[config.mk]
export PLATFORM = sky130hd
export DESIGN_NAME = mrpt_ctrl
export DESIGN_NICKNAME = d
export VERILOG_FILES = /design/src/rtl/core/mrpt_pkg.sv /design/src/rtl/core/mrpt_ctrl.sv
export SDC_FILE = /design/constraint.sdc
export NUM_CORES = 1
export LEC_CHECK = 0
export BUFFER_PORTS_ARGS = -buffer_cell sky130_fd_sc_hd__buf_4
export CORE_AREA = 5 5 42 44
export CTS_BUF_LIST = sky130_fd_sc_hd__clkbuf_16
export DETAILED_ROUTE_END_ITERATION = 16
export DIE_AREA = 0 0 47 49
export GPL_ROUTABILITY_DRIVEN = 0
export PLACE_DENSITY_LB_ADDON = 0.05
export RECOVER_POWER = 100
export SYNTH_ARGS = -nofsm -noshare
export SYNTH_HDL_FRONTEND = slang
export SYNTH_SLANG_ARGS = --single-unit
[constraint.sdc]
create_clock -name clk -period 2.85 [get_ports clk]
set_clock_uncertainty 0.1 [all_clocks]
set_input_delay 0.57 -clock clk [delete_from_list [all_inputs] [get_ports clk]]
set_output_delay 0.57 -clock clk [all_outputs]
set_load 0.02 [all_outputs]
[src/rtl/core/mrpt_pkg.sv]
// shared types, constants and codes for the memory region policy table
// no dependencies; imported by every module of the block

package mrpt_pkg;

  // table geometry
  localparam int REGIONS   = 64;
  localparam int ADDR_BITS = 48;
  localparam int IDX_W     = (REGIONS > 1) ? $clog2(REGIONS) : 1;
  localparam int CTX_W     = 8;
  localparam int POL_W     = 3;
  localparam int END_W     = ADDR_BITS + 1;

  // access kinds
  localparam logic [2:0] KIND_ATOMIC     = 3'd0;
  localparam logic [2:0] KIND_FLUSH      = 3'd1;
  localparam logic [2:0] KIND_LOCKED_RMW = 3'd2;
  localparam logic [2:0] KIND_IFETCH     = 3'd3;
  localparam logic [2:0] KIND_READ       = 3'd4;
  localparam logic [2:0] KIND_WRITE      = 3'd5;

  // policy codes
  localparam logic [POL_W-1:0] POL_DEFAULT = 3'd0;
  localparam logic [POL_W-1:0] POL_WT      = 3'd1;
  localparam logic [POL_W-1:0] POL_LG      = 3'd2;
  localparam logic [POL_W-1:0] POL_LGO     = 3'd3;
  localparam logic [POL_W-1:0] POL_SLGO    = 3'd4;

  // request types
  localparam logic [3:0] REQ_ATOMIC  = 4'd0;
  localparam logic [3:0] REQ_FLUSH   = 4'd1;
  localparam logic [3:0] REQ_ST      = 4'd2;
  localparam logic [3:0] REQ_IFETCH  = 4'd3;
  localparam logic [3:0] REQ_LD_LG   = 4'd4;
  localparam logic [3:0] REQ_LD_LGO  = 4'd5;
  localparam logic [3:0] REQ_LD_SLGO = 4'd6;
  localparam logic [3:0] REQ_LD      = 4'd7;
  localparam logic [3:0] REQ_ST_WT   = 4'd8;
  localparam logic [3:0] REQ_ST_LGO  = 4'd9;

  // status codes
  localparam logic [2:0] ST_OK         = 3'd0;
  localparam logic [2:0] ST_BAD_READ   = 3'd1;
  localparam logic [2:0] ST_BAD_WRITE  = 3'd2;
  localparam logic [2:0] ST_BAD_KIND   = 3'd3;
  localparam logic [2:0] ST_TABLE_FULL = 3'd4;

  // item modes
  localparam logic MODE_INSERT   = 1'b0;
  localparam logic MODE_CLASSIFY = 1'b1;

  // register index (byte address bit 2)
  localparam logic REG_X86_MODE   = 1'b0;
  localparam logic REG_SHARED_CTX = 1'b1;

  typedef struct packed {
    logic [POL_W-1:0] rmw;
    logic [POL_W-1:0] wr;
    logic [POL_W-1:0] rd;
  } pol_t;

  typedef struct packed {
    logic             store_check;
    logic [2:0]       access_kind;
    logic [POL_W-1:0] rmw_pol;
    logic [POL_W-1:0] write_pol;
    logic [POL_W-1:0] read_pol;
    logic [CTX_W-1:0] context_req;
    logic [ADDR_BITS-1:0] region_length;
    logic [ADDR_BITS-1:0] address;
  } item_t;

  localparam int ITEM_W   = $bits(item_t);
  localparam int S_DATA_W = ((ITEM_W + 7) / 8) * 8;

  typedef struct packed {
    logic [2:0]       status;
    logic [POL_W-1:0] eff_rmw_pol;
    logic [POL_W-1:0] eff_write_pol;
    logic [POL_W-1:0] eff_read_pol;
    logic [3:0]       request_type;
  } result_t;

  localparam int M_DATA_W = $bits(result_t);

  typedef struct packed {
    pol_t                 pol;
    logic [END_W-1:0]     region_end;
    logic [ADDR_BITS-1:0] start;
    logic [CTX_W-1:0]     ctx;
  } entry_t;

  typedef struct packed {
    logic load;
    logic step;
    logic finish;
  } dp_cmd_t;

  typedef struct packed {
    logic scan_last;
    logic out_free;
  } dp_stat_t;

endpackage

[src/rtl/core/mrpt_ctrl.sv]
// sequencer for the table scan: accept, scan, drain, finish
// depends on mrpt_pkg

module mrpt_ctrl
  import mrpt_pkg::*;
(
  input  logic     clk,
  input  logic     rst,
  input  logic     s_tvalid,
  output logic     s_tready,
  output dp_cmd_t  cmd,
  input  dp_stat_t stat
);

  typedef enum logic [1:0] {
    IDLE,
    SCAN,
    DRAIN,
    FINISH
  } state_t;

  state_t state, state_next;

  always_comb begin
    state_next = state;
    cmd        = '0;
    case (state)
      IDLE: begin
        if (s_tvalid && s_tready) begin
          cmd.load   = 1'b1;
          state_next = SCAN;
        end
      end
      SCAN: begin
        cmd.step = 1'b1;
        if (stat.scan_last) begin
          state_next = DRAIN;
        end
      end
      DRAIN: begin
        state_next = FINISH;
      end
      FINISH: begin
        if (stat.out_free) begin
          cmd.finish = 1'b1;
          state_next = IDLE;
        end
      end
      default: begin
        state_next = IDLE;
      end
    endcase
  end

  always_ff @(posedge clk) begin
    if (rst) begin
      state    <= IDLE;
      s_tready <= 1'b1;
    end else begin
      state    <= state_next;
      s_tready <= (state_next == IDLE);
    end
  end

endmodule

# After elaboration in Yosys (flattened, before gate mapping)
# Index checks and enable logic that the tools add are counted.
# totals
latch_bits	0
in_bits	5
mem_bits_rw	0
word_cells	17
reg_bits	3
output_inout_bits	4
mem_count	0
rom_bits	0
# classes
bitwise_logic	0
n_lt_le_gt_ge	0
reduce_logical	3
muxes	9
div_mod_pow	0
multipliers	0
n_eq_ne	3
shift	0
add_sub_neg	0
# ops
operator	count
one-hot mux 2 bit (4 select lines)	1
2-to-1 mux 2 bit	3
2-to-1 mux 1 bit	5
== test 2 bit (second input constant)	2
zero test 2 bit	2
== test 2 x 1 -> 1 bit (second input constant)	1
logical AND 1 bit	1

# Longest topological paths before layout
# depth
word_depth	4
mapped_depth	2

# Worst setup path after synthesis
# OpenSTA, ideal clock, no wires.
# synth_path
path_type	input-to-output
from	input port s_tvalid
to	output port cmd[2] in the netlist's numbering
path_buffers	0
stages	1
required_ps	2180
slack_ps	1254
arrival_time_ps	926
path_cell_list	nor4bb_4
# synth_between
elab_chain_cells	3
# synth_lines
item	line	rtl
start: declaration	mrpt_ctrl.sv:9	input logic s_tvalid,
logical AND 1 bit	mrpt_ctrl.sv:29	if (s_tvalid && s_tready) begin
2-to-1 mux 1 bit	mrpt_ctrl.sv:29	
2-to-1 mux 1 bit	mrpt_ctrl.sv:27	case (state)
end: declaration	mrpt_ctrl.sv:11	output dp_cmd_t cmd,
# Every way passes these cells.

==> impl_metrics.tcl <==
set metrics [dict create \
    tns_ns 0 \
    synth_flop_cell "dfxtp_1" \
    async_flop_share_pct 0 \
    grt_max_degree 8 \
    die_h_microns 49 \
    multi_input_area_sq_um 83.8 \
    clock_latency_ns 0.22 \
    maxCapViolations 0 \
    setup.worst_path.class "flip-flop to output pin" \
    reg2reg_depth 2 \
    die_area_sq_mm 0.00230 \
    reg2reg_to "state[0]$_SDFF_PP0_" \
    crit_required_ns 2.18 \
    endpoint_kind "output pin" \
    grt_pass1_vias 183 \
    drc_errors 0 \
    fmax_ghz 0.488 \
    finalNonFillerCells 42 \
    netlist.area_leader.share_pct 36.9 \
    first_iter_violations 0 \
    holdPathEnd "state[1]$_SDFF_PP0_" \
    initial_utilization_pct 11.6 \
    antenna_left 0 \
    clk_pin_slew_ns 0.03 \
    p_leak_nw 0.134 \
    whs_path_depth 3 \
    ys_warn_count 0 \
    cts_made_buffers 3 \
    root_buffer "clkbuf_16" \
    worst_pin_slew_ns 0.528 \
    r2r-start "state[1]$_SDFF_PP0_" \
    seq_area_sq_um 60.1 \
    synth_most_common_cell "dfxtp_1" \
    met2_usage_pct 6.56 \
    std_cell_rows 14 \
    status "finished clean" \
    first_pass_iters 1 \
    diodes 0 \
    rrSetupSlack_ns 1.60 \
    power-per-cell-area_mw_per_mm2 1070 \
    hold_path_class "input port to flip-flop" \
    hold_path_startpoint "rst" \
    cts_tree "built" \
    ys_seq_area_share_pct 36.9 \
    worstPathArrival_ns 1.38 \
    grt_pass1_wl_microns 821 \
    synth-seq-cells 3 \
    antenna_found_initial 0 \
    coreArea_sq_mm 0.00140 \
    slew_headroom_pct 64.3 \
    synth_edf_count 0 \
    syn_to_final_growth_pct 79.2 \
    cts_num_sinks 3 \
    use_met3_pct 2.21 \
    cts_htree_levels 1 \
    cts_resized 0 \
    post_drt_wl_per_cell_microns 11.1 \
    drive_above_1_share_pct 38.5 \
    rsz0062_at_grt "no" \
    use_met1_pct 5.92 \
    synth_area_leaders "dfxtp_1 37%, nor4bb_4 15%, and3b_2 6.2%, a2bb2oi_1 5.4%, and2b_2 5.4%" \
    finalSetupViolCount 0 \
    netlist_instances 14 \
    synth_cell_types 12 \
    die_x_microns 47 \
    cp_max_fo 7 \
    io_pins 9 \
    min_period_ns 2.05 \
    cts_hold_buf 0 \
    hold_viol_final 0 \
    busiest_layer "met4" \
    startpoint_type "flip-flop" \
    grt.total_usage_pct 5.42 \
    post_cts_buffers 0 \
    dp.cells 38 \
    netlist_area_sq_um 163 \
    maxSlewViolCount 0 \
    overflow 0 \
    via_per_inst 3.48 \
    ir_worst_vdd_uv 377 \
    syn_nets 19 \
    yosys.area.top_type "dfxtp_1" \
    num_vias 146 \
    syn_area_per_cell_sq_um 11.6 \
    drt_wl_total_microns 465 \
    nNetsFinal 32 \
    cts_buffer_depth 2 \
    io_buffers 8 \
    period_share_pct 71.9 \
    fillers 167 \
]
[worst max path at each step]
stage          endpoint  slack, ns                start
2_1_floorplan    cmd[2]       1.25             s_tvalid
3_3_place_gp     cmd[2]       1.07             s_tvalid
3_5_place_dp     cmd[2]       1.07             s_tvalid
4_1_cts          cmd[2]        1.0  state[1]$_SDFF_PP0_
5_1_grt          cmd[2]       0.74  state[1]$_SDFF_PP0_
6_report         cmd[2]       0.80  state[1]$_SDFF_PP0_
[registers in the layout (all words and copies together), names as in the netlist]
| register | count |
|---|---|
| state | 2 |
| s_tready | 1 |
[area by class of cell]
type	instances	share of cell area (%)
tap	16	6.87
clock inverter	1	1.29
inverter	1	1.29
timing repair buffer	8	15.5
multi-input combinational	10	28.8
clock buffer	3	25.8
sequential	3	20.6
[worst max-delay path, cell delays in order (launching register included)]
cell      delay, ns
dfxtp_1        0.35
nor4bb_1       0.52
clkbuf_1       0.29
[power by group]
part	internal [mW]	switching (mW)
registers	0.0487	0.00673
logic	0.0174	0.0206
clock network	0.181	0.0371
total	0.247	0.0644
[metal layers]
metal / vias to the layer above / routed length, microns
li1: 77 / -
met1: 63 / 201
met2: 4 / 234
met3: 2 / 21
met4: 0 / 8
met5: - / 0
[logic make-up (layout without fill, tap and decap cells)]
group | after synthesis | count (layout) | synth area share [%]
simple gates | 5 | 5 | 36.2
flops | 3 | 3 | 36.9
buf+inv | 1 | 13 | 2.31
compound gates | 5 | 5 | 24.6
[stage by stage]
step / hold slack, ns / worst slack [ns] / power [mW] / cell area (sq um) / util [%]
floorplan: 0.538 / 1.25 / 0.0865 / 163 / -
global placement: 0.564 / 1.07 / 0.109 / 243 / 17.3
detailed placement: 0.570 / 1.07 / 0.109 / 243 / 17.3
CTS: 0.529 / 0.997 / 0.329 / 322 / 22.9
global route: 0.547 / 0.744 / 0.327 / 292 / 20.8
finish: 0.529 / 0.800 / 0.311 / 292 / 20.8
[layout by cell type (no fill, tap or decap)]
cell type  Yosys  routed
a21boi_0       1       1
a2bb2oi_1      1       1
and2b_2        1       1
and3_2         1       1
and3b_2        1       1
buf_4          0       4
clkbuf_1       0       4
clkbuf_16      0       3
dfxtp_1        3       3
inv_1          1       2
nor3b_1        1       1
nor4bb_1       0       1
o21a_1         1       1
o21bai_1       1       1
o31a_1         1       1
(Power assumes the default switching activity.)
