$ cat config.mk
export PLATFORM = sky130hd
export DESIGN_NAME = mrpt_regs
export DESIGN_NICKNAME = d
export VERILOG_FILES = /design/src/rtl/core/mrpt_pkg.sv /design/src/rtl/core/mrpt_regs.sv
export SDC_FILE = /design/constraint.sdc
export NUM_CORES = 1
export LEC_CHECK = 0
export ABC_AREA = 1
export BUFFER_PORTS_ARGS = -buffer_cell sky130_fd_sc_hd__buf_2
export CELL_PAD_IN_SITES_DETAIL_PLACEMENT = 1
export CELL_PAD_IN_SITES_GLOBAL_PLACEMENT = 2
export CORE_MARGIN = 2
export CORE_UTILIZATION = 14
export DETAILED_ROUTE_END_ITERATION = 16
export GPL_TIMING_DRIVEN = 0
export PLACE_DENSITY_LB_ADDON = 0.1
export SLEW_MARGIN = 0
export SYNTH_ARGS = -nofsm -noshare
export SYNTH_HDL_FRONTEND = slang
export SYNTH_SLANG_ARGS = --single-unit
$ cat constraint.sdc
create_clock -name clk -period 1.8 [get_ports clk]
set_input_delay 0.36 -clock clk [delete_from_list [all_inputs] [get_ports clk]]
set_output_delay 0.36 -clock clk [all_outputs]
set_load 0.01 [all_outputs]
$ cat src/rtl/core/mrpt_pkg.sv
// shared types, constants and codes for the memory region policy table
// no dependencies; imported by every module of the block

package mrpt_pkg;

  // table geometry
  localparam int REGIONS   = 64;
  localparam int ADDR_BITS = 48;
  localparam int IDX_W     = (REGIONS > 1) ? $clog2(REGIONS) : 1;
  localparam int CTX_W     = 8;
  localparam int POL_W     = 3;
  localparam int END_W     = ADDR_BITS + 1;

  // access kinds
  localparam logic [2:0] KIND_ATOMIC     = 3'd0;
  localparam logic [2:0] KIND_FLUSH      = 3'd1;
  localparam logic [2:0] KIND_LOCKED_RMW = 3'd2;
  localparam logic [2:0] KIND_IFETCH     = 3'd3;
  localparam logic [2:0] KIND_READ       = 3'd4;
  localparam logic [2:0] KIND_WRITE      = 3'd5;

  // policy codes
  localparam logic [POL_W-1:0] POL_DEFAULT = 3'd0;
  localparam logic [POL_W-1:0] POL_WT      = 3'd1;
  localparam logic [POL_W-1:0] POL_LG      = 3'd2;
  localparam logic [POL_W-1:0] POL_LGO     = 3'd3;
  localparam logic [POL_W-1:0] POL_SLGO    = 3'd4;

  // request types
  localparam logic [3:0] REQ_ATOMIC  = 4'd0;
  localparam logic [3:0] REQ_FLUSH   = 4'd1;
  localparam logic [3:0] REQ_ST      = 4'd2;
  localparam logic [3:0] REQ_IFETCH  = 4'd3;
  localparam logic [3:0] REQ_LD_LG   = 4'd4;
  localparam logic [3:0] REQ_LD_LGO  = 4'd5;
  localparam logic [3:0] REQ_LD_SLGO = 4'd6;
  localparam logic [3:0] REQ_LD      = 4'd7;
  localparam logic [3:0] REQ_ST_WT   = 4'd8;
  localparam logic [3:0] REQ_ST_LGO  = 4'd9;

  // status codes
  localparam logic [2:0] ST_OK         = 3'd0;
  localparam logic [2:0] ST_BAD_READ   = 3'd1;
  localparam logic [2:0] ST_BAD_WRITE  = 3'd2;
  localparam logic [2:0] ST_BAD_KIND   = 3'd3;
  localparam logic [2:0] ST_TABLE_FULL = 3'd4;

  // item modes
  localparam logic MODE_INSERT   = 1'b0;
  localparam logic MODE_CLASSIFY = 1'b1;

  // register index (byte address bit 2)
  localparam logic REG_X86_MODE   = 1'b0;
  localparam logic REG_SHARED_CTX = 1'b1;

  typedef struct packed {
    logic [POL_W-1:0] rmw;
    logic [POL_W-1:0] wr;
    logic [POL_W-1:0] rd;
  } pol_t;

  typedef struct packed {
    logic             store_check;
    logic [2:0]       access_kind;
    logic [POL_W-1:0] rmw_pol;
    logic [POL_W-1:0] write_pol;
    logic [POL_W-1:0] read_pol;
    logic [CTX_W-1:0] context_req;
    logic [ADDR_BITS-1:0] region_length;
    logic [ADDR_BITS-1:0] address;
  } item_t;

  localparam int ITEM_W   = $bits(item_t);
  localparam int S_DATA_W = ((ITEM_W + 7) / 8) * 8;

  typedef struct packed {
    logic [2:0]       status;
    logic [POL_W-1:0] eff_rmw_pol;
    logic [POL_W-1:0] eff_write_pol;
    logic [POL_W-1:0] eff_read_pol;
    logic [3:0]       request_type;
  } result_t;

  localparam int M_DATA_W = $bits(result_t);

  typedef struct packed {
    pol_t                 pol;
    logic [END_W-1:0]     region_end;
    logic [ADDR_BITS-1:0] start;
    logic [CTX_W-1:0]     ctx;
  } entry_t;

  typedef struct packed {
    logic load;
    logic step;
    logic finish;
  } dp_cmd_t;

  typedef struct packed {
    logic scan_last;
    logic out_free;
  } dp_stat_t;

endpackage

$ cat src/rtl/core/mrpt_regs.sv
// configuration registers behind the apb-style port
// depends on mrpt_pkg

module mrpt_regs
  import mrpt_pkg::*;
(
  input  logic             clk,
  input  logic             rst,
  input  logic             psel,
  input  logic             penable,
  input  logic             pwrite,
  input  logic [2:0]       paddr,
  input  logic [31:0]      pwdata,
  output logic [31:0]      prdata,
  output logic             pready,
  output logic             x86_mode,
  output logic [CTX_W-1:0] shared_context
);

  logic wr_en;

  assign pready = 1'b1;
  assign wr_en  = psel && penable && pwrite && pready;

  always_ff @(posedge clk) begin
    if (rst) begin
      x86_mode       <= 1'b0;
      shared_context <= '1;
    end else if (wr_en) begin
      if (paddr[2] == REG_X86_MODE) begin
        x86_mode <= pwdata[0];
      end else begin
        shared_context <= pwdata[CTX_W-1:0];
      end
    end
  end

  always_comb begin
    if (paddr[2] == REG_SHARED_CTX) begin
      prdata = {{(32-CTX_W){1'b0}}, shared_context};
    end else begin
      prdata = {31'b0, x86_mode};
    end
  end

endmodule

Word level (Yosys, flattened, before mapping):

Cells that the tools add are included.
W data, S select, Z words.

* $add $sub $neg: 0
* multiply operators: 0
* divide/modulo/power cells: 0
* magnitude comparators: 0
* equality and inequality tests: 0
* shifts and indexed selects: 0
* mux-type cells: 1
* bitwise logic cells: 1
* reductions and logical operators: 4

Operators with widths (count)
* $mux W8: 1
* $reduce_and A2 Y1: 2
* $logic_and A1 B1 Y1: 2
* $not A1 Y1: 1

* register bits after elaboration: 9
* bits in latches: 0
* bits in writable memories: 0
* ROM bits: 0
* input bits: 40
* output and inout bits: 42
* memories: 0

Logic depth before layout (Yosys ltp):

Gate-level depths: netlist of the first run.

* word-level depth: 3
* depth in mapped cells: 5

Worst setup path before layout of the first run:

No wires, ideal clock.

* path kind: input to output
* from: input paddr[2]
* to: output prdata[0]
* arrival time: 0.701 ns
* data required time: 1.440 ns
* path slack: 0.739 ns
* stages on the path: 4
* cell sequence: buf_6 > inv_4 > nand2_1 > nand2_1

* longest elaborated chain between the ends: 1

RTL lines
* start, declared: RTL line mrpt_regs.sv:12 `input logic [2:0] paddr,`
* $mux W8: RTL line mrpt_regs.sv:39 `if (paddr[2] == REG_SHARED_CTX) begin`
* end, declared: RTL line mrpt_regs.sv:14 `output logic [31:0] prdata,`

No other way between the ends.

Worst setup path in the final report of the first run:

* from: register shared_context[0]
* to: output prdata[0]

* longest elaborated chain between the ends: 1

RTL lines
* start, declared: RTL line mrpt_regs.sv:17 `output logic [CTX_W-1:0] shared_context`
* start signal, assigned: RTL line mrpt_regs.sv:33 `shared_context <= pwdata[CTX_W-1:0];`
* $mux W8: RTL line mrpt_regs.sv:39

No other way between the ends.

==> results of run 1 <==
[state kept, by name (all words and copies together), names as in the netlist]
register and flops:
x86_mode 1, shared_context 8
[worst max path at each step]
stage                           start        end  slack [ns]  depth (start not counted)
floorplan                    paddr[2]  prdata[0]        0.74                          4
global placement             paddr[2]  prdata[0]        0.63                          5
detailed placement           paddr[2]  prdata[0]        0.63                          5
CTS                 shared_context[0]  prdata[0]        0.61                          3
global route        shared_context[4]  prdata[4]        0.56                          3
finish              shared_context[0]  prdata[0]        0.62                          3
[final cells by class]
class,count,area [µm²],share of cell area
buffer,26,199,0.203
multi-input combinational,68,300,0.307
clock buffer,4,45.0,0.0460
inverter,11,43.8,0.0448
tap,52,65.1,0.0665
timing repair buffer,29,145,0.148
sequential,9,180,0.184
[worst max-delay path, cell delays in order (launching register included)]
cell                      delay (ns)
sky130_fd_sc_hd__dfxtp_1        0.35
sky130_fd_sc_hd__nand2_1        0.06
sky130_fd_sc_hd__nand2_1        0.06
sky130_fd_sc_hd__buf_2          0.12
[cell usage in the layout, fill, tap and decap left out, types with 3 or more instances in the layout]
master	instances
sky130_fd_sc_hd__conb_1	25
sky130_fd_sc_hd__clkbuf_8	3
sky130_fd_sc_hd__inv_1	8
sky130_fd_sc_hd__nand2_1	28
sky130_fd_sc_hd__buf_4	25
sky130_fd_sc_hd__dfxtp_1	9
sky130_fd_sc_hd__buf_2	29
sky130_fd_sc_hd__nand3_1	9
[power groups by stage]
stage	Clock, mW	Sequential (mW)	Combinational (mW)
2_1_floorplan	0	0.219	0.106
3_3_place_gp	0	0.216	0.151
3_5_place_dp	0	0.216	0.152
4_1_cts	0.248	0.212	0.152
5_1_grt	0.260	0.213	0.170
6_report	0.238	0.212	0.153
[per-layer routing]
metal,global-route usage,up-vias,wire length [µm]
met5,0,-,0
met4,0.0377,0,25
met3,0.0183,2,143
met2,0.121,30,881
met1,0.0762,274,722
li1,-,333,-
[kinds of logic after synthesis]
logic type	share of synthesized area
AO/OA/AOI/OAI	0.00785
flip-flops	0.283
AND/OR/NAND/NOR	0.316
buffers and inverters	0.381
other	0.0118
==> results.md, run 1 <==
- Post-CTS timing repair inserted 0 buffers for setup.
- After synthesis, the netlist uses 16 different library cells.
- The setup path with the least slack is of type reg -> out.
- The final cell utilization of the core is 0.225.
- The number of failing hold endpoints at the final stage was 0.
- After synthesis, the most frequently instantiated cells are sky130_fd_sc_hd__nand2_1, sky130_fd_sc_hd__buf_4, sky130_fd_sc_hd__dfxtp_1, sky130_fd_sc_hd__nand3_1, sky130_fd_sc_hd__inv_1.
- The biggest area contributor in the post-synthesis netlist is sky130_fd_sc_hd__buf_4.
- The worst hold path terminates at shared_context[1].
- The highest net fanout along the worst path is 3.
- The region available for standard cell placement spans 4350 µm².
- The final standard cell count with taps included and fillers excluded is 199.
- The first global-routing pass estimated 2740 µm of wire.
- The die is 71.4 µm tall.
- The aggregate global-route resource usage is 0.0694.
- The share of synthesized area in the top cell type comes to 0.295.
- The number of resized instances in the post-cts repair step is 0.
- In this run the static leakage power is 0.609 nW.
- The highest clock rate is 0.849 GHz.
- The startpoint of the worst register-to-register path is x86_mode.
- The setup slack on the worst flop-to-flop path is approximately 1.2 ns.
- The final wirelength is 1770 µm.
- Adding up every negative setup slack in the final design gives 0 ns.
- The number of buffers inserted during clock tree synthesis is 3.
- Setup violations remaining at the end of the flow were counted as 0.
- TritonCTS built the clock tree.
- The number of register bits inferred by synthesis is 9.
- The initial antenna violation count is 0.
- The clock network fraction of total power is 0.394.
- The routed layout has approximately 640 vias.
- The area added between synthesis and finish is 53.6%.
- The overall power after layout is 603 µW.
- The finished layout cell area is approximately 1000 µm².
- STA classifies the critical path startpoint as a flop.
- The number of buffers on the longest clock path is 2.
- For this configuration, the core starts out at a cell density of 0.146.
- The final-report max-slew violation count is 0.
- The clock skew after layout is 0 ns.
- Fill cells in the final layout number 558.
- The data required time of the worst path is 1.44 ns.
- Setup repair after global routing left no endpoint under its margin.
- Counting flops with a built-in enable in the synthesized netlist gives 0.
- The clock slew seen by the registers of the worst setup and hold paths is ~0.05 ns.
- The number of buffers added on ports is 29.
- The horizontal die dimension is 71.4 µm.
- For this design, the sink count on the clock tree is 9.
- After synthesis, the mean cell area works out to approximately 7 µm².
- The number of nets in the finished design is 188.
- Across all setup checks in the final design, the least slack found is between 0.6 and 0.7 ns.
- Counting flops with an async set or reset pin after synthesis yields a share of 0.
- Dividing the detail-routed via count by the number of cells gives 3.21.
- At the worst endpoint, the arrival time is 0.82 ns.
- The number of remaining DRC errors is 0.
- The clock insertion delay at the later pin of the skew report is 0.23 ns.
- Entering global routing, the biggest net connects 11 pins.
- Yosys instantiated no cell more often than sky130_fd_sc_hd__nand2_1.
- The via count of the first global-routing pass came to ~600.
- The startpoint identified for the worst hold timing path is pwdata[1].
- Row generation in the floorplan step produced 24 rows.
- Counting every instance in the synthesized netlist gives 91.
- At the placement stage, the worst setup path has a slack of 0.630 ns.
- The HPWL after detailed placement is 1450 µm.
- The total of hold buffers inserted after clock tree synthesis is 0.
- Yosys attributes the largest share of cell area to sky130_fd_sc_hd__buf_4, sky130_fd_sc_hd__dfxtp_1, sky130_fd_sc_hd__nand2_1.
- The worst hold margin is 0.344 ns.
- The internal power contribution is 433 µW.
- Max-cap violations in this run came to 0.
- Summing all placed instances gives a cell area of 933 µm².
- STA classifies the critical path endpoint as an output port.
- The diode insertion count for antenna repair is 0.
- The area of the die is 5100 µm².
- The most used flip-flop cell after synthesis is sky130_fd_sc_hd__dfxtp_1.
- Before antenna repair, the detailed router went through 3 iterations.
- The clock tree root buffer cell is sky130_fd_sc_hd__clkbuf_8.
- The average routed wire per standard cell is 8.91 µm.
- The worst hold-check path type is in -> reg.
- The post-route clock period utilization is 0.654.
- The worst ir drop on vdd is 0.166 mV.
- The placer congestion estimate is about 0.60.
- The cell area power density is ~620 nW/µm².
- The count of yosys warnings during synthesis is 0.
- The run finished with clean final reports.
- The worst hold path passes through 3 cells.
- The remaining global-route overflow is 0.
- Of the total power, the share spent switching nets is 0.281.
- The register area share after synthesis is 0.283.
- The deepest level of the CTS H-tree is 1.
- The analysis attributes to net switching a power of 170 µW.
- Of the total power, registers draw 0.352.
- The post-route antenna net violation count is 0.
- For the worst flop-to-flop path, the logic depth is 2.
- The endpoint identified for the worst register-to-register timing path is x86_mode.
- The clock period minus worst slack is ~1.2 ns.
- The cell area after technology mapping is 637 µm².
- The detailed router's first-iteration violation count is 16.
- In this run, placement finished with an instance count of 195.
- The ratio of cells with drive above 1 in the final layout is 0.435.
- The I/O pin count is 82.
- The share of total power dissipated in combinational logic is 0.254.
Note: power is estimated with default switching activity, not from simulation.
==> run 2: changes to the inputs <==
--- a/config.mk
+++ b/config.mk
@@ -10,7 +10,7 @@
 export CELL_PAD_IN_SITES_DETAIL_PLACEMENT = 1
 export CELL_PAD_IN_SITES_GLOBAL_PLACEMENT = 2
 export CORE_MARGIN = 2
-export CORE_UTILIZATION = 14
+export CORE_UTILIZATION = 13
 export DETAILED_ROUTE_END_ITERATION = 16
 export GPL_TIMING_DRIVEN = 0
 export PLACE_DENSITY_LB_ADDON = 0.1
==> constraint.sdc (replaced) <==
create_clock -name clk -period 1.2 [get_ports clk]
set_input_delay 0.24 -clock clk [delete_from_list [all_inputs] [get_ports clk]]
set_output_delay 0.24 -clock clk [all_outputs]
set_load 0.01 [all_outputs]
==> run 2 against run 1 <==
  * Wire length increased by 2.9%
  * Core utilization decreased by 1.4 points
  * Total power increased by 51%
  * Final cell count increased by 7.5%
  * Clock power increased by 54%
  * Register-to-register slack got worse by 0.60 ns
  * Worst setup slack got worse by 0.48 ns
  * Via count increased by 1.1%
  * Die area increased by 7.3%
  * Critical path depth unchanged
  * Critical path type unchanged
  * Largest cell class unchanged
==> results.md, run 2 (same netlist as run 1, synthesis figures left out) <==
- The run finished with clean final reports.
- After detailed placement, the design holds a cell count of 210.
- The count of maximum capacitance violations is 0.
- The largest single stage delay on the critical path is 0.35 ns.
- The final sum of negative setup slack is 0 ns.
- Of the total power, registers draw 0.348.
- The highest net fanout along the worst path is 3.
- Counting stages on the worst path, the most repeated cell is sky130_fd_sc_hd__nand2_1.
- After layout, the minimum clock period comes to 1.06 ns.
- The number of vias after detailed routing is around 650.
- The via-per-instance ratio is 3.02.
- The final layout contains routed wiring with a total length of 1830 µm.
- The register name with the most flops is shared_context.
- The data required time of the worst path is 0.96 ns.
- The die is 74.0 µm wide.
- The total of hold buffers inserted after clock tree synthesis is 0.
- STA classifies the critical path endpoint as an output port.
- Across all hold checks on the routed design, the worst slack comes to 0.219 ns.
- The average routed wire per standard cell is 8.53 µm.
- The sink count of the clock tree is 9.
- Counting both buffers and inverters, the worst setup path holds a total of 1.
- The I/O pin count is 82.
- The largest net degree at the start of global routing is 11.
- The core region is 4720 µm².
- In this run the number of H-tree levels came out at 1.
- The category of the critical setup timing path is reg -> out.
- The clock tree root buffer cell is sky130_fd_sc_hd__clkbuf_8.
- Measured on the finished design, the core utilization comes to 0.211.
- The number of flip-flops in the largest register is 8.
- Summed over all nets, the switching power comes to 263 µW.
- The final standard cell count with taps included and fillers excluded is 214.
- The clock skew after layout is 0 ns.
- The count of buffers added by post-CTS timing repair for setup is 0.
- The worst-case IR drop observed on VDD is 0.212 mV.
- Of the total power, the share spent switching nets is 0.288.
- The internal portion of the total power is 651 µW.
- The final-report max-slew violation count was 0.
- The area of the die is 5470 µm².
- The aggregate global-route resource usage is 0.0689.
- The cell area reported after detailed placement is ~950 µm².
- The floorplan has 25 rows.
- The number of buffers on the longest clock path is 2.
- The number of buffers inserted during clock tree synthesis is 3.
- For this run, design rule violations remaining after detail routing come to 0.
- Of the total power, combinational logic draws 0.252.
- The CTS tree is built.
- The via count of the first global-routing pass is ~610.
- The number of buffers added on ports is 29.
- The top cell types in the final layout, fill and taps aside, are sky130_fd_sc_hd__buf_2, sky130_fd_sc_hd__nand2_1, sky130_fd_sc_hd__buf_4, sky130_fd_sc_hd__conb_1.
- The remaining global-route overflow is 0.
- The clock network fraction of total power is 0.400.
- The clock slew seen by the registers of the worst setup and hold paths is approximately 0.050 ns.
- Setup repair after global routing left no endpoint under its margin.
- The most frequent standard cell in the layout excluding fill and tap cells is sky130_fd_sc_hd__buf_2.
- Setup violations remaining at the end of the flow were counted as 0.
- For this design the ratio of total power to cell area is about 920 nW/µm².
- The area added between synthesis and finish is 56.6%.
- In this run, post-CTS repair resized a total of 0 instances.
- Of the available clock period, the critical path in the final layout requires 0.881.
- In this run the number of cells on the critical path is 3.
- The diode insertion count for antenna repair is 0.
- For this design the static power due to leakage is between 0.6 and 0.7 nW.
- The initial antenna violation count was 0.
- In this run the remaining antenna-violating nets after routing total 0.
- The worst hold path belongs to the class in -> reg.
- The footprint of the multi-input gates is 300 µm².
- After legalization and detailed placement, the total HPWL measured 1480 µm.
- Routability-driven placement finished with a final weighted congestion of 0.646.
- The later pin in the worst-skew pair is clocked with a latency of 0.23 ns.
- The number of failing hold endpoints at the final stage was 0.
- The first global-routing pass estimated ~2800 µm of wire.
- In the final layout, the share of cells above drive strength 1 is 0.435.
- The data arrival time of the critical path is 0.82 ns.
- The floorplan die height is ~74 µm.
- For this configuration, the core starts out at a cell density of 0.135.
- For this design, the slowest cell found on the critical path is sky130_fd_sc_hd__dfxtp_1.
- The worst register-to-register path has a depth of 2.
- The family of cells with the greatest summed delay on the critical path is flip-flops.
- In the final design database the tool counted 188 nets.
- The cell depth of the worst min-delay path is 3.
- The area taken by flip-flops and latches is between 150 and 200 µm².
- The largest registers in the layout are shared_context x8, x86_mode x1.
- With fillers left out, the area of the finished cells amounts to 997 µm².
- Walking the worst path, the cells encountered are nand2_1, nand2_1, buf_2.
- Timing would allow up to 0.945 GHz.
- The number of fillers in the final layout is 600.
- Before antenna repair, the detailed router went through 2 iterations.
- The detailed router's first-iteration violation count is 7.
- The type of element launching the critical path is a flop.
run 2: cell counts in the layout (fill, tap and decap cells not counted):
No cell type changed its count.
run 2: per-stage QoR:
stage	worst slack (ns)	power, mW
2_1_floorplan	0.379	0.488
3_3_place_gp	0.236	0.551
3_5_place_dp	0.212	0.553
4_1_cts	0.121	0.927
5_1_grt	0.0730	0.977
6_report	0.142	0.914
run 2: metal layers:
layer / share of wire / global-route usage / vias up / routed length (µm)
li1: - / - / 334 / -
met1: 0.37 / 0.0703 / 271 / 682
met2: 0.48 / 0.119 / 36 / 885
met3: 0.11 / 0.0257 / 5 / 207
met4: 0.026 / 0.0424 / 0 / 48
met5: 0 / 0 / - / 0
run 2: power groups by stage:
| stage | Clock [mW] | Combinational (mW) | Sequential (mW) |
|---|---|---|---|
| floorplan | 0 | 0.160 | 0.328 |
| global placement | 0 | 0.227 | 0.323 |
| detailed placement | 0 | 0.230 | 0.324 |
| CTS | 0.379 | 0.230 | 0.318 |
| global route | 0.399 | 0.259 | 0.319 |
| finish | 0.366 | 0.230 | 0.318 |
run 2: worst paths after layout:
path | startpoint | end | slack, ns
worst min-delay path | pwdata[7] | shared_context[7] | 0.22
worst max-delay path | shared_context[0] | prdata[0] | 0.14
worst min register to register | shared_context[5] | shared_context[5] | 0.48
worst max register to register | x86_mode | x86_mode | 0.61
run 2: layout make-up:
class	count	area share
tap	67	0.0841
sequential	9	0.181
clock buffer	4	0.0452
buffer	26	0.199
inverter	11	0.0439
multi-input combinational	68	0.301
timing repair buffer	29	0.146
run 2: tightest hold or removal path: stages:
cell and delay [ns]:
sky130_fd_sc_hd__buf_2 0.07, sky130_fd_sc_hd__nand2_1 0.04, sky130_fd_sc_hd__nand3_1 0.07
==> run 3: changes to the inputs <==
--- a/config.mk
+++ b/config.mk
@@ -6,12 +6,12 @@
 export NUM_CORES = 1
 export LEC_CHECK = 0
 export ABC_AREA = 1
-export BUFFER_PORTS_ARGS = -buffer_cell sky130_fd_sc_hd__buf_2
 export CELL_PAD_IN_SITES_DETAIL_PLACEMENT = 1
 export CELL_PAD_IN_SITES_GLOBAL_PLACEMENT = 2
 export CORE_MARGIN = 2
-export CORE_UTILIZATION = 13
+export CORE_UTILIZATION = 24
 export DETAILED_ROUTE_END_ITERATION = 16
+export DONT_BUFFER_PORTS = 1
 export GPL_TIMING_DRIVEN = 0
 export PLACE_DENSITY_LB_ADDON = 0.1
 export SLEW_MARGIN = 0
==> run 3 against run 2 <==
  * Sequential power increased by 2%
  * Clock power decreased by 36%
  * Clock-buffer cell count is the same
  * Critical path type unchanged
  * Critical endpoint unchanged
==> results.md, run 3 (same netlist as run 1, synthesis figures left out) <==
- The register with the most flip-flops in the layout has 8 of them.
- For this design the top-level I/O count stands at 82.
- The starting density of the core is 0.255.
- The final-report max-slew violation count is 0.
- The internal power contribution is 513 µW.
- The cell that appears most often on the critical path is sky130_fd_sc_hd__nand2_1.
- The first-pass GRT wire length is 2330 µm.
- TritonCTS created 3 clock buffers.
- Setup violations remaining at the end of the flow were counted as 0.
- The fraction of power consumed by combinational cells is 0.236.
- Clock-pin slew was measured on the worst setup and hold paths at 0.07 ns.
- The type of element launching the critical path is a flop.
- The register with the most flip-flops in the final layout is shared_context.
- The number of failing hold endpoints at the final stage is 0.
- Dividing the detail-routed wire length by the instance count gives 9.46 µm.
- Dividing total power by cell area gives a power density of 932 nW/µm².
- The critical path in this run is classified as reg -> out.
- The worst ir drop on vdd is 0.310 mV.
- For this design the static power due to leakage is 0.496 nW.
- The type of destination of the critical path is an output port.
- The post-route clock period utilization is 0.913.
- In this run the most critical hold path is launched from pwdata[7].
- Data arrives at the worst endpoint at 0.86 ns.
- For the final database, setup skew stands at 0 ns.
- The highest net fanout along the worst path is 3.
- CTS built an H-tree with a depth of 1.
- The area of the die is 3080 µm².
- The die is between 50 and 60 µm wide.
- The routed design has 1400 µm of wire.
- For this run, the total global-route usage over all layers was measured as 0.0989.
- The tree is rooted in a sky130_fd_sc_hd__clkbuf_4.
- The largest registers in the layout are shared_context x8, x86_mode x1.
- The timing startpoint of the critical path is shared_context[0].
- The flow ran to the end, and the final reports show no timing, DRC or antenna violations.
- Traced cell by cell, the critical path runs through nand2_1, nand2_1.
- Across the run, the number of max-cap violations was 0.
- In the routed layout, each cell is associated on average with a via count of roughly 3.6.
- The library cell used most frequently in the layout, excluding fill and tap cells, is sky130_fd_sc_hd__nand2_1.
- The floorplan die height is about 56 µm.
- The count of buffers added by post-CTS timing repair for setup is 0.
- The total of hold buffers inserted after clock tree synthesis is 0.
- The final sum of negative setup slack is 0 ns.
- The final layout contains 159 nets.
- The most critical setup path has its endpoint at prdata[0].
- The diode insertion count for antenna repair is 0.
- The data required time of the worst path is 0.96 ns.
- The share of total power dissipated in sequential elements is 0.442.
- The clock reaches the later pin of the worst-skew pair after 0.26 ns.
- The number of buffers added on ports is 0.
- The clock network fraction of total power is 0.322.
- The worst hold path belongs to the class in -> reg.
- The switching power is 221 µW.
- Detailed placement finished with a half-perimeter wire length of approximately 1200 µm.
- The startpoint of the worst register-to-register path is x86_mode.
- The area added between synthesis and finish is 23.6%.
- Including well taps, the total number of placed cells is roughly 140.
- The first-pass iteration count of the detailed router is 3.
- The first routing iteration left 14 violations.
- The ratio of cells with drive above 1 in the final layout is 0.297.
- The routed layout has 527 vias.
- Entering global routing, the biggest net connects 11 pins.
- The largest stage delay on the critical path is slightly above 0.4 ns.
- The clock passes through at most 2 buffers.
- The remaining global-route overflow is 0.
- The final standard cell count with taps included and fillers excluded is 148.
- The worst-path cell with the longest stage delay is sky130_fd_sc_hd__dfxtp_1.
- Counting I/O delays and the setup requirement, the final critical path takes 1.10 ns.
- The number of resized instances in the post-cts repair step is 0.
- The switching fraction of total power is 0.301.
- After floorplanning, the core was sized to cover 2500 µm².
- In the layout the commonest cells are sky130_fd_sc_hd__nand2_1, sky130_fd_sc_hd__buf_4, sky130_fd_sc_hd__conb_1.
- In this run the critical register-to-register path is captured at x86_mode.
- The worst register-to-register path has a setup slack of 0.57 ns.
- The highest clock rate is approximately 0.91 GHz.
- The depth of the worst register-to-register path is 2.
- The initial antenna violation count is 0.
- In this run the core area contains 18 standard-cell rows.
- After detailed routing, the number of remaining DRC violations is 0.
- TritonCTS built the clock tree.
- The congestion estimate from routability-driven global placement came to 0.627.
- For this design, the sink count on the clock tree is 9.
- The post-route antenna net violation count is 0.
- The via count of the first global-routing pass is 482.
- Setup repair after global routing left no endpoint under its margin.
## run 3: changes by cell type in the layout (fill, tap and decap cells not counted), sizes merged
cell  change
buf      -29
## run 3: layout make-up
cell class                 instances  area (µm²)
multi-input combinational         68         300
fill                             338        1710
buffer                            26         199
clock buffer                       4        26.3
sequential                         9         180
inverter                          11        43.8
tap                               30        37.5
## run 3: how the worst min path moves through the flow
stage	endpoint	slack, ns	depth (start not counted)
finish	shared_context[7]	0.11	2
detailed placement	shared_context[2]	0.37	2
global placement	shared_context[4]	0.37	2
global route	shared_context[0]	0.11	2
floorplan	shared_context[0]	0.37	2
CTS	shared_context[7]	0.10	2
## run 3: worst max-delay path: cells and delay by family (launching register included)
kind / cells / cell delay (ns)
DFF: 1 / 0.41
and+or+nand+nor: 2 / 0.19
## run 3: through the flow
step / worst slack, ns / hold WS (ns) / cell area (µm²) / util / total power, mW
2_1_floorplan: 0.379 / 0.366 / 723 / - / 0.488
3_3_place_gp: 0.344 / 0.369 / 761 / 0.304 / 0.502
3_5_place_dp: 0.324 / 0.374 / 761 / 0.304 / 0.503
4_1_cts: 0.0845 / 0.102 / 787 / 0.315 / 0.745
5_1_grt: 0.0272 / 0.106 / 787 / 0.315 / 0.787
6_report: 0.104 / 0.108 / 787 / 0.315 / 0.733
## run 3: power groups by stage
stage	sequential (mW)	clock [mW]	combinational (mW)
2_1_floorplan	0.328	0	0.160
3_3_place_gp	0.331	0	0.171
3_5_place_dp	0.331	0	0.172
4_1_cts	0.324	0.248	0.172
5_1_grt	0.326	0.267	0.194
6_report	0.324	0.236	0.173
## run 3: routing by layer
metal	wire (µm)	global-route usage	vias to the layer above
met1	499	0.0993	219
met3	166	0.0422	2
met2	707	0.167	30
li1	-	-	276
met5	0	0	-
met4	27	0.0627	0
